<file path="src/hdl/vral_pkg.sv">
// ---------------------------------------------------------------------------
// vral_pkg: shared types and constants of the value, rate and acceleration limiter
// Holds the register indexes, the datapath widths and the structs passed
// between the pipeline sections.
// ---------------------------------------------------------------------------
package vral_pkg;

  // Configuration register indexes.
  localparam logic [2:0] REG_ENABLE    = 3'd0;
  localparam logic [2:0] REG_VALUE_MIN = 3'd1;
  localparam logic [2:0] REG_VALUE_MAX = 3'd2;
  localparam logic [2:0] REG_RATE_MIN  = 3'd3;
  localparam logic [2:0] REG_RATE_MAX  = 3'd4;
  localparam logic [2:0] REG_ACCEL_MIN = 3'd5;
  localparam logic [2:0] REG_ACCEL_MAX = 3'd6;

  // Enable bit positions.
  localparam int EN_VALUE = 0;
  localparam int EN_RATE  = 1;
  localparam int EN_ACCEL = 2;

  // Widths: acceleration bounds, rate bounds and the working value.
  localparam int AW = 50;
  localparam int RW = 41;
  localparam int VW = 52;

  // Divider: quotient bits (Q16.16 numerator shifted by 16) and divisor bits.
  localparam int QW = 48;
  localparam int DW = 32;

  localparam logic signed [31:0] ONE_Q16 = 32'sh0001_0000;
  localparam logic signed [31:0] SAT_MAX = 32'sh7FFF_FFFF;
  localparam logic signed [31:0] SAT_MIN = 32'sh8000_0000;

  typedef struct packed {
    logic [2:0]         mask;
    logic signed [31:0] vmin;
    logic signed [31:0] vmax;
    logic signed [31:0] rmin;
    logic signed [31:0] rmax;
    logic signed [31:0] amin;
    logic signed [31:0] amax;
  } cfg_t;

  // Item after the bound computation.
  typedef struct packed {
    logic signed [31:0]   desired;
    logic signed [31:0]   p1;
    logic signed [32:0]   dv0;
    logic signed [33:0]   dd;
    logic signed [AW-1:0] alo;
    logic signed [AW-1:0] ahi;
    logic signed [RW-1:0] rlo;
    logic signed [RW-1:0] rhi;
  } bnd_t;

  // Item after all clamps.
  typedef struct packed {
    logic signed [31:0] lim;
    logic signed [31:0] desired;
  } lim_t;

endpackage

</file>
<file path="src/hdl/vral_clamp.sv">
// ---------------------------------------------------------------------------
// vral_clamp: limit application
// Three stages: acceleration clamp, rate clamp, then value clamp with
// saturation to 32 bits. Each clamp tests the lower bound first.
// ---------------------------------------------------------------------------
module vral_clamp
  import vral_pkg::*;
(
  input  logic clk,
  input  logic rst,
  input  logic adv,
  input  cfg_t cfg,
  input  logic in_vld,
  input  bnd_t in,
  output logic out_vld,
  output lim_t out
);

  logic                 v4, v5;
  logic signed [VW-1:0] val4, val5;
  logic signed [31:0]   d4, p1_4, d5;
  logic signed [RW-1:0] rlo4, rhi4;
  logic signed [AW-1:0] dd_x, acl;
  logic signed [VW:0]   step, rlo_x, rhi_x, rcl;
  logic signed [VW-1:0] vmin_x, vmax_x, vcl;

  // Acceleration clamp on the change of step.
  always_comb begin
    dd_x = AW'(in.dd);
    if (dd_x < in.alo) begin
      acl = in.alo;
    end else if (dd_x > in.ahi) begin
      acl = in.ahi;
    end else begin
      acl = dd_x;
    end
  end

  always_ff @(posedge clk) begin
    if (rst) begin
      v4 <= 1'b0;
    end else if (adv) begin
      v4 <= in_vld;
    end
    if (adv) begin
      d4   <= in.desired;
      p1_4 <= in.p1;
      rlo4 <= in.rlo;
      rhi4 <= in.rhi;
      if (cfg.mask[EN_ACCEL]) begin
        val4 <= VW'(in.p1) + VW'(in.dv0) + VW'(acl);
      end else begin
        val4 <= VW'(in.desired);
      end
    end
  end

  // Rate clamp on the step from the previous value.
  always_comb begin
    step  = (VW+1)'(val4) - (VW+1)'(p1_4);
    rlo_x = (VW+1)'(rlo4);
    rhi_x = (VW+1)'(rhi4);
    if (step < rlo_x) begin
      rcl = rlo_x;
    end else if (step > rhi_x) begin
      rcl = rhi_x;
    end else begin
      rcl = step;
    end
  end

  always_ff @(posedge clk) begin
    if (rst) begin
      v5 <= 1'b0;
    end else if (adv) begin
      v5 <= v4;
    end
    if (adv) begin
      d5 <= d4;
      if (cfg.mask[EN_RATE]) begin
        val5 <= VW'((VW+1)'(p1_4) + rcl);
      end else begin
        val5 <= val4;
      end
    end
  end

  // Value clamp, then saturation to the 32-bit range.
  always_comb begin
    vmin_x = VW'(cfg.vmin);
    vmax_x = VW'(cfg.vmax);
    vcl    = val5;
    if (cfg.mask[EN_VALUE]) begin
      if (val5 < vmin_x) begin
        vcl = vmin_x;
      end else if (val5 > vmax_x) begin
        vcl = vmax_x;
      end
    end
  end

  always_ff @(posedge clk) begin
    if (rst) begin
      out_vld <= 1'b0;
    end else if (adv) begin
      out_vld <= v5;
    end
    if (adv) begin
      out.desired <= d5;
      if (vcl < VW'(SAT_MIN)) begin
        out.lim <= SAT_MIN;
      end else if (vcl > VW'(SAT_MAX)) begin
        out.lim <= SAT_MAX;
      end else begin
        out.lim <= vcl[31:0];
      end
    end
  end

endmodule

</file>
<file path="config.mk">
export PLATFORM = sky130hd
export DESIGN_NAME = vral_clamp
export DESIGN_NICKNAME = d
export VERILOG_FILES = /design/src/hdl/vral_pkg.sv /design/src/hdl/vral_clamp.sv
export SDC_FILE = /design/constraint.sdc
export NUM_CORES = 1
export LEC_CHECK = 0
export BUFFER_PORTS_ARGS = -buffer_cell sky130_fd_sc_hd__buf_4
export CAP_MARGIN = 0
export CORE_ASPECT_RATIO = 2
export CORE_UTILIZATION = 35
export DETAILED_ROUTE_END_ITERATION = 6
export GPL_ROUTABILITY_DRIVEN = 0
export PLACE_DENSITY = 0.57
export REMOVE_ABC_BUFFERS = 1
export SYNTH_ARGS = -nofsm -noshare
export SYNTH_HDL_FRONTEND = slang
export SYNTH_SLANG_ARGS = --single-unit
</file>
<file path="constraint.sdc">
create_clock -name clk -period 11.5 [get_ports clk]
set_input_delay 0 -clock clk [delete_from_list [all_inputs] [get_ports clk]]
set_output_delay 0 -clock clk [all_outputs]
set_load 0.01 [all_outputs]
</file>
-- Word level (Yosys, flattened, before mapping)
Cells that the tools add are included.
W data, S select, Z words.
- input bits: 512
- flip-flop bits (word level): 349
- word-level logic and storage cells: 34
- output and inout bits: 65
- $add $sub $neg: 4
- multiplexer cells: 10
- order comparisons: 8
- operators with widths (cell ; count):
    $mux W52 ; 7
    $mux W50 ; 2
    $gt A53 B41 Y1 ; 1
    $lt A53 B41 Y1 ; 1
    $sub A52 B32 Y53 ; 1
    $add A32 B52 Y52 ; 1
    $gt A52 B32 Y1 ; 1
    $gt A52 B32 Y1 const B ; 1
    $lt A52 B32 Y1 ; 1
    $lt A52 B32 Y1 const B ; 1
    $add A34 B50 Y51 ; 1
    $gt A34 B50 Y1 ; 1
    $lt A34 B50 Y1 ; 1
    $add A32 B33 Y34 ; 1
    $mux W32 ; 1

-- Longest topological paths before layout
Gate-level depths: netlist of run 1.
- depth after elaboration: 6
- depth in mapped cells: 40
- gate-level depth less buffers: 39

-- Worst setup path after synthesis of run 1
OpenSTA, ideal clock, no wires.
- path kind: register -> register
- from: register p1_4[31]
- to: register val5[32] (data pin)
- data arrival time: 8.772 ns
- cell stages (with the launch flop): 37
- path buffers: 2
- slack: 2.468 ns
- period minus slack after synthesis: 9.032 ns
- required time: 11.240 ns
- library setup time: 0.260 ns
- cells stage by stage: edfxtp_1 > inv_1 > ha_1 > o21ai_0 > nor2_1 > or3_1 > a221oi_1 > and3_1 > a22oi_1 > a31oi_1 > o21ai_0 > a2111oi_0 > a211oi_1 > inv_1 > ha_1 > a21o_1 > a21o_1 > a21o_1 > a21o_1 > a21o_1 > a211o_1 > a22oi_1 > clkbuf_1 > buf_1 > a21oi_1 > fa_1 > a21o_1 > a221o_1 > o211a_1 > a31o_2 > o21ai_0 > nand2_1 > a21bo_2 > a21o_1 > a21oi_1 > xnor2_1 > mux2_2
- word-level cells in the longest chain between the ends: 6
- elaborated cells on any way between the ends: 7
- classes of those cells: 2 x add/sub; 2 x order compare; 3 x mux
- RTL lines (what ; line ; RTL):
    start: declaration ; vral_clamp.sv:21 ; logic signed [31:0] d4, p1_4, d5;
    start signal: assignment ; vral_clamp.sv:47 ; p1_4 <= in.p1;
    $sub A52 B32 Y53 ; vral_clamp.sv:60 ; step = (VW+1)'(val4) - (VW+1)'(p1_4);
    $gt A53 B41 Y1 ; vral_clamp.sv:65 ; end else if (step > rhi_x) begin
    $mux W52 ; vral_clamp.sv:65 ;
    $mux W52 ; vral_clamp.sv:63 ; if (step < rlo_x) begin
    $add A32 B52 Y52 (*) ; vral_clamp.sv:81 ; val5 <= VW'((VW+1)'(p1_4) + rcl);
    $mux W52 (*) ; vral_clamp.sv:80 ; if (cfg.mask[EN_RATE]) begin
    end signal: assignment ; vral_clamp.sv:81 ;
    end signal: assignment ; vral_clamp.sv:83 ; val5 <= val4;
    end: declaration ; vral_clamp.sv:20 ; logic signed [VW-1:0] val4, val5;
Every way passes the cells marked *; elsewhere a longest branch is shown, timed or not.
A chain may end at the register's enable or synchronous reset.

-- Final worst setup path of run 1
- from: register p1_4[0]
- to: register val5[31] (data pin)
Same word-level chain as after synthesis.

==> metrics, run 1 <==
outcome finished clean; Final Max Slew Viols 0; r2r setup slk 1.22 ns; Die Wd 211.8 um; Syn Area/Cell 9.828 sq um; DRC errors left 0; share of layout cells above drive strength 1 17.28%; Fillers 8419; Worst-Margin Slew 1.037 ns; non-filler instance count after layout 5008; multi-input logic area 18670 sq um; port buffer count 448; die span in y 421.5 um; register area 10420 sq um; Final min period 10.28 ns; worst r2r dst val5[31]; Via density 5.159; required time of the critical path 11.82 ns; num ports 577; Netlist Area Pre-Place 30800 sq um; all-layer global routing usage 21.48%; Yosys reg bits 348; Setup crit start p1_4[0]; Longest Clk Path Bufs 3; CTS tree yes; CP Buf/Inv Count 5; post-CTS resize count 0; YS warnings 0; total core area 87100 sq um; top-area cell type share of the netlist area 33.64%; slowest library cell on the worst path mux2_2; Distinct cells, synth 77; die area 89260 sq um; CTS buffer count 38; FF-to-FF path depth 38; most frequently used flop master after synthesis edfxtp_1; Fin Hold WS 0.06666 ns; Post-Syn Instances 3134; Setup Viol. Count Final 0; Worst Setup End Kind flip-flop; CP delay by family, top compound AO/OA/AOI/OAI gates; post-synth top area cell edfxtp_1; clk slew on worst S/H paths 0.06 ns; fmax 0.09726 GHz; leakage 0.01847 uW; RSZ-0062 raised after global routing no; GRT overflow 0; Critical Path AT 10.61 ns; clock net sink count 348; initial antenna violation count 4; CP dominant cell by count buf_4; max cap viols 0; Hold WC Path Type input pin to flip-flop; routed wire length 96760 um; Crit path depth 38; initial DRC count 1246; Clock Latency Late Sink 0.60 ns; final hold vios 0; post-route ant nets 0; Slew headroom 30.85%; H-tree levels 2; ranking of synthesized cells by area edfxtp_1 (34%), ha_1 (19%), a21o_1 (4.9%); number of global-route vias before repair 26710; Post-synth EDFFs 345; wire per inst 19.32 um; Pwr Density 249.2 nW/um^2; placed insts 4719; Worst setup endpoint val5[31]; ys async rst share 0%; via count 25840; DRT Pass-1 Iters 6; Setup Skew 0.02832 ns; Row Count 153; R2R Path Start p1_4[0]; crit share post-route 89.40%; crit path kind flip-flop to flip-flop; Seq/Total Area, Yosys 33.83%; layout net count 4840; worst-path maximum fanout 36; largest net degree at the start of global routing 161; Largest stage delay, worst path 0.69 ns; area grow syn2layout 27.38%; Starting Density 35.36%; first-pass GRT wire length 146600 um; Final Util 45.04%; CP Launch Type flip-flop; most common cell in the netlist ha_1; Peak VDD IR 0.1314 mV; HPWL after detailed placement 80270 um; Post-synth top cells ha_1 (462), inv_1 (388), edfxtp_1 (345); Root Driver clkbuf_16
==> logic make-up after synthesis <==
kind of cell    Yosys count  synth area share [%]
compound gates          938                 20.00
simple gates            601                 9.725
fa+ha+maj               515                 22.21
buf+inv                 464                 5.687
flops                   348                 33.83
mux                     143                 4.940
xor+xnor                125                 3.599
==> how the worst min path moves through the flow <==
stage | start | endpoint | slack, ns | cells after the start
global route | in[217] | val4[1] | 0.08 | 4
floorplan | rst | out_vld | 0.07 | 1
CTS | in[217] | val4[1] | 0.02 | 4
detailed placement | in[75] | rlo4[34] | 0.18 | 1
global placement | in[75] | rlo4[34] | 0.18 | 1
finish | in[217] | val4[1] | 0.07 | 4
==> registers in the layout (all words and copies together), names as in the netlist, 32 cells and up <==
signal	cells
rlo4	41
d4	32
p1_4	32
val4	51
d5	32
val5	52
out	64
rhi4	41
==> what timing repair did <==
item	in CTS	in global routing
hold endpoints to repair	301	0
setup buffers	0	0
hold buffers	216	0
==> routing by layer <==
| layer | GRT usage [%] | vias to the layer above | routed length, um |
|---|---|---|---|
| met3 | 2.471 | 174 | 3540 |
| met4 | 12.54 | 0 | 5834 |
| met5 | 0 | - | 0 |
| met1 | 23.78 | 12000 | 38610 |
| met2 | 38.99 | 665 | 48770 |
| li1 | - | 13000 | - |
==> tightest hold or removal path, stage by stage <==
cell    delay [ns]
buf_4         0.09
fa_1          0.16
ha_1          0.13
mux2_2        0.17
==> layout by cell type (no fill, tap or decap), types with 15 or more instances in the layout <==
master         instances
a211oi_1              90
xnor2_1               88
xor2_1                36
and3_1                21
fa_1                  53
a31oi_1               17
o21a_1                45
o21bai_1              21
buf_4                495
a21o_1               200
o31ai_1               15
o211ai_1              18
o21ai_0              121
a21oi_1              271
mux2_2                72
nand3_1               40
o22ai_1               31
nand4_1               81
inv_1                388
mux2i_1               71
ha_1                 462
nor3_1                45
nor2_1               151
dlygate4sd3_1        216
edfxtp_1             345
nand2_1              133
clkbuf_16             38
nand2b_1              28
nor2b_1               35
==> cell type report <==
type                       instances  area share (%)
clock inverter                    30          0.8483
multi-input combinational       2322           47.58
sequential                       348           26.56
inverter                         389           3.722
tap                             1162           3.706
timing repair buffer             714           15.12
antenna                            4         0.02551
clock buffer                      39           2.433
==> metrics by stage <==
step	TNS, ns	cell area (sq um)	total power, uW	setup slack, ns
6_report	0	39230	9777	1.219
5_1_grt	0	39230	10620	0.6444
4_1_cts	0	39220	9821	1.300
3_5_place_dp	0	35770	8353	1.336
3_3_place_gp	0	35770	8290	1.519
2_1_floorplan	-1.154	30510	6460	-0.2531
==> where the power goes <==
group          internal [uW]  switching [uW]
Combinational           2890            3560
Clock                    715             564
Sequential              1820             221
Total                   5430            4350
(Power assumes the default switching activity.)
==> run 2, diff against run 1 <==
Settings changed: CELL_PAD_IN_SITES_DETAIL_PLACEMENT set to 1, CELL_PAD_IN_SITES_GLOBAL_PLACEMENT set to 1, PLACE_DENSITY 0.57 to 0.7.
==> run 2 against run 1 <==
Compared with the run above:
- total power up 2.3%
- worst hold slack better by 0.023 ns
- register-to-register slack worse by 0.02 ns
- critical path type unchanged
- first-iteration DRC count down 30%
- largest power group unchanged
- sequential power about the same
- largest cell class unchanged
- clock-buffer cell count unchanged
- highest routed layer unchanged
==> metrics, run 2 (synthesized netlist as in run 1, its figures left out) <==
post-route ant nets 0; worst-path maximum fanout 24; Fillers 9846; layout net count 4855; Fin Hold WS 0.09001 ns; all-layer global routing usage 23.64%; Clock Latency Late Sink 0.59 ns; H-tree levels 2; max cap viols 0; outcome finished clean; number of global-route vias before repair 29360; clk slew on worst S/H paths 0.07 ns; Area after DPL 35910 sq um; num ports 577; non-filler instance count after layout 5019; die span in y 421.5 um; GRT overflow 0; most frequent cells in the layout buf_4 (511), ha_1 (462), inv_1 (388); Die Wd 211.8 um; routed wire length 106300 um; Worst Setup End Kind flip-flop; Worst-Margin Slew 1.166 ns; share of layout cells above drive strength 1 17.57%; CP dominant cell by count buf_4; CP Launch Type flip-flop; crit share post-route 89.59%; wire per inst 21.17 um; Via density 5.335; clock net sink count 348; RSZ-0062 raised after global routing no; Root Driver clkbuf_16; Final Max Slew Viols 0; Top reg by flops out; Regs by FF count out (64), val5 (52), val4 (51); Slew headroom 21.78%; Critical Path AT 10.62 ns; via count 26780; DRT Pass-1 Iters 5; first-pass GRT wire length 162400 um; Peak VDD IR 0.1579 mV; Setup Skew 0.02528 ns; Largest stage delay, worst path 0.62 ns; largest net degree at the start of global routing 111; Starting Density 35.36%; CTS buffer count 37; final hold vios 0; port buffer count 448; Design Area, Final 39280 sq um; crit path kind flip-flop to flip-flop; die area 89260 sq um; initial antenna violation count 4; Largest register FFs 64; required time of the critical path 11.82 ns; total core area 87100 sq um; CTS tree yes; Setup Viol. Count Final 0; initial DRC count 873; Longest Clk Path Bufs 3; area grow syn2layout 27.54%; HPWL after detailed placement 87170 um; fmax 0.09706 GHz; placed insts 4736; leakage 0.01850 uW; Pwr Density 254.7 nW/um^2; Row Count 153; DRC errors left 0; commonest non-fill, non-tap cell in the layout buf_4; Final min period 10.30 ns; slowest library cell on the worst path a311oi_1; Hold WC Path Type input pin to flip-flop
[run 2: cell types whose count changed in the layout (fill, tap and decap cells not counted)]
| cell | previous run | this run |
|---|---|---|
| clkinvlp_4 | 1 | 5 |
| nor4_1 | 12 | 13 |
| nor4_2 | 2 | 1 |
| buf_4 | 495 | 511 |
| clkinv_1 | 8 | 6 |
| clkinv_2 | 5 | 4 |
| clkinv_16 | 1 | 0 |
| inv_8 | 3 | 1 |
| clkbuf_16 | 38 | 37 |
| clkinv_4 | 4 | 2 |
| diode_2 | 4 | 3 |
| clkbuf_1 | 1 | 2 |
| buf_12 | 2 | 3 |
| dlygate4sd3_1 | 216 | 215 |
[run 2: repair_timing]
item	in CTS	in global routing
resized for setup	0	0
endpoints found under the hold margin	232	0
hold buffers	215	0
buffers inserted	0	0
endpoints found under the setup margin	0	0
[run 2: cell type report]
| cell class | instances | area [sq um] | area share, % |
|---|---|---|---|
| diodes | 3 | 7.507 | 0.01911 |
| flip-flops and latches | 348 | 10420 | 26.53 |
| well taps | 1162 | 1454 | 3.701 |
| clock inverters | 26 | 280.3 | 0.7135 |
| multi-input cells | 2322 | 18660 | 47.51 |
| inverters | 389 | 1460 | 3.717 |
| clock buffers | 39 | 933.4 | 2.376 |
| repair buffers | 730 | 6063 | 15.44 |
[run 2: final timing paths]
check	cells past startpoint	slack (ns)	startpoint	end
hold / removal	4	0.09	in[217]	val4[1]
setup / recovery	40	1.20	val4[0]	val5[31]
setup reg to reg	40	1.20	val4[0]	val5[31]
hold reg to reg	0	0.42	d5[12]	out[12]
[run 2: routing by layer]
layer / GRT usage [%] / vias up / part of all wire [%]
li1: - / 12980 / -
met1: 25.36 / 13030 / 39
met2: 45.10 / 602 / 53
met3: 2.508 / 171 / 3.3
met4: 11.36 / 0 / 5.1
met5: 0 / - / 0
[run 2: critical path, delay by kind of cell, from the launching register on]
| family | cells | cell delay [ns] |
|---|---|---|
| adder cells (fa/ha/maj) | 4 | 1.05 |
| buffers and inverters | 7 | 1.10 |
| AND/OR/NAND/NOR | 7 | 1.25 |
| XOR/XNOR | 1 | 0.15 |
| multiplexers | 2 | 0.56 |
| AO/OA/AOI/OAI | 19 | 5.55 |
| flip-flops | 1 | 0.35 |
[run 2: where the power goes]
part           leakage (uW)  total [uW]  internal, uW  switching [uW]
Sequential          0.00340        2060          1820             232
Clock              0.000581        1230           690             544
Combinational        0.0145        6720          3000            3710
[run 2: through the flow]
stage / setup WS (ns) / power (uW) / utilization [%] / TNS (ns)
global route: 0.6012 / 10840 / 45.10 / 0
floorplan: -0.2531 / 6460 / - / -1.154
finish: 1.197 / 10010 / 45.10 / 0
detailed placement: 1.254 / 8616 / 41.22 / 0
CTS: 1.205 / 10040 / 45.09 / 0
global placement: 1.453 / 8448 / 41.22 / 0
==> run 3, diff against run 2 <==
Settings changed: CORE_ASPECT_RATIO 2 to 0.5.
==> run 3 against run 2 <==
Compared with the run above:
- the flow now finishes with violations (hold timing)
- clock skew increased by 0.022 ns
- via count grew 2.3%
- largest power group unchanged
- sequential share of layout area rose by 0.19 points
- critical endpoint is now val5[51]
- register-to-register slack lost 0.71 ns
- routed wire length is 11% higher
- core utilization down 0.081 points
- highest routed layer is now met5
- largest cell class unchanged
- global-route usage grew 2.0 points
- critical path type unchanged
==> metrics, run 3 (synthesized netlist as in run 1, its figures left out) <==
internal power 5382 uW; crit path kind flip-flop to flip-flop; Largest register FFs 64; switching share of power 47.42%; port buffer count 448; most frequent cells in the layout buf_4 (471), ha_1 (462), inv_1 (388); CTS buffer count 40; Peak VDD IR 0.1117 mV; fmax 0.09077 GHz; crit path setup slack, layout 0.4827 ns; Fin Hold WS -0.03069 ns; Critical Path AT 11.32 ns; CP Launch Type flip-flop; Setup Skew 0.04767 ns; crit share post-route 95.80%; number of global-route vias before repair 28510; failing checks hold timing; first-pass GRT wire length 174400 um; Clock Latency Late Sink 0.60 ns; CTS tree yes; layout net count 4808; total core area 86630 sq um; # Post-CTS Setup Buffers 0; Top reg by flops out; outcome finished with violations; Worst Setup End Kind flip-flop; Slew headroom 22.38%; largest net degree at the start of global routing 112; routed wire length 117700 um; Largest stage delay, worst path 0.75 ns; Row Count 76; commonest non-fill, non-tap cell in the layout buf_4; Pwr Density 262.5 nW/um^2; area grow syn2layout 26.61%; clk slew on worst S/H paths 0.06 ns; Worst-Margin Slew 1.163 ns; pre-CTS WS 0.6869 ns; leakage 0.01831 uW; origin of the worst min-delay path adv; via count 27400; Setup crit start p1_4[0]; R2R Path Start p1_4[0]; clock net sink count 348; initial DRC count 1987; Die Wd 421.5 um; Clk pwr share 12.9%; post-route ant nets 0; part of the power in combinational logic 66.6%; Hold WC Path Type input pin to flip-flop; Final min period 11.02 ns; HPWL after detailed placement 93250 um; Root Driver clkbuf_16; GRT overflow 0; P_sw 4854 uW; Starting Density 35.55%; H-tree levels 2; initial antenna violation count 19; slowest library cell on the worst path mux2_2; Longest Clk Path Bufs 3; DRT Pass-1 Iters 5; final hold vios 2; num ports 577; Regs by FF count out (64), val5 (52), val4 (51); worst-path maximum fanout 35; Setup Viol. Count Final 0; wire per inst 23.56 um; Via density 5.487; all-layer global routing usage 25.65%; die span in y 211.8 um; die area 89260 sq um; required time of the critical path 11.81 ns; Final Max Slew Viols 0; DRC errors left 0; Flop pwr share 20.5%; max cap viols 0; share of layout cells above drive strength 1 16.80%
## run 3: routing by layer
layer	global-route usage, %	share of wire (%)	wire, um
met1	34.72	45	53510
met2	42.45	46	54390
met3	4.181	5.8	6879
met4	6.771	2.4	2847
met5	0	0.022	26
## run 3: per-stage QoR
| step | cells | util, % | TNS [ns] | instance area (sq um) | power (uW) |
|---|---|---|---|---|---|
| floorplan | 3059 | - | -1.154 | 30510 | 6460 |
| detailed placement | 4703 | 41.09 | 0 | 35590 | 8597 |
| finish | 4994 | 45.02 | 0 | 39000 | 10240 |
| CTS | 4980 | 44.97 | 0 | 38950 | 10080 |
| global route | 4991 | 45.01 | -0.05979 | 38990 | 10930 |
| global placement | 4703 | 41.09 | 0 | 35590 | 8363 |
## run 3: power by group through the flow
stage	combinational, uW	sequential, uW	clock, uW
finish	6820	2100	1320
detailed placement	6490	2110	0
global placement	6260	2100	0
global route	7440	2120	1370
CTS	6680	2090	1320
floorplan	4460	2000	0
## run 3: cell type report
cell class,instances,area [sq um]
multi-input combinational,2322,18660
timing repair buffer,680,5653
tap,1170,1464
sequential,348,10420
clock buffer,45,1041
clock inverter,26,259.0
antenna,14,35.03
fill,9774,47630
inverter,389,1460
## run 3: final timing paths
path,end,slack (ns),cells past startpoint
worst max register to register,val5[51],0.48,34
worst max-delay path,val5[51],0.48,34
worst min-delay path,rlo4[40],-0.03,1
worst min register to register,out[10],0.42,0
## run 3: critical path: cells and delay by family (launching register included)
family	cells	cell delay (ns)
muxes	1	0.75
and+or+nand+nor	7	1.94
adders and majority gates	4	1.35
AOI/OAI and AO/OA	20	5.78
DFF	1	0.41
xor gates and xnor gates	1	0.37
buffers and inverters	1	0.11
## run 3: timing repair
item | CTS | global route
resized for setup | 0 | 1
setup endpoints to repair | 0 | 1
hold endpoints to repair | 211 | 0
hold buffers | 206 | 0
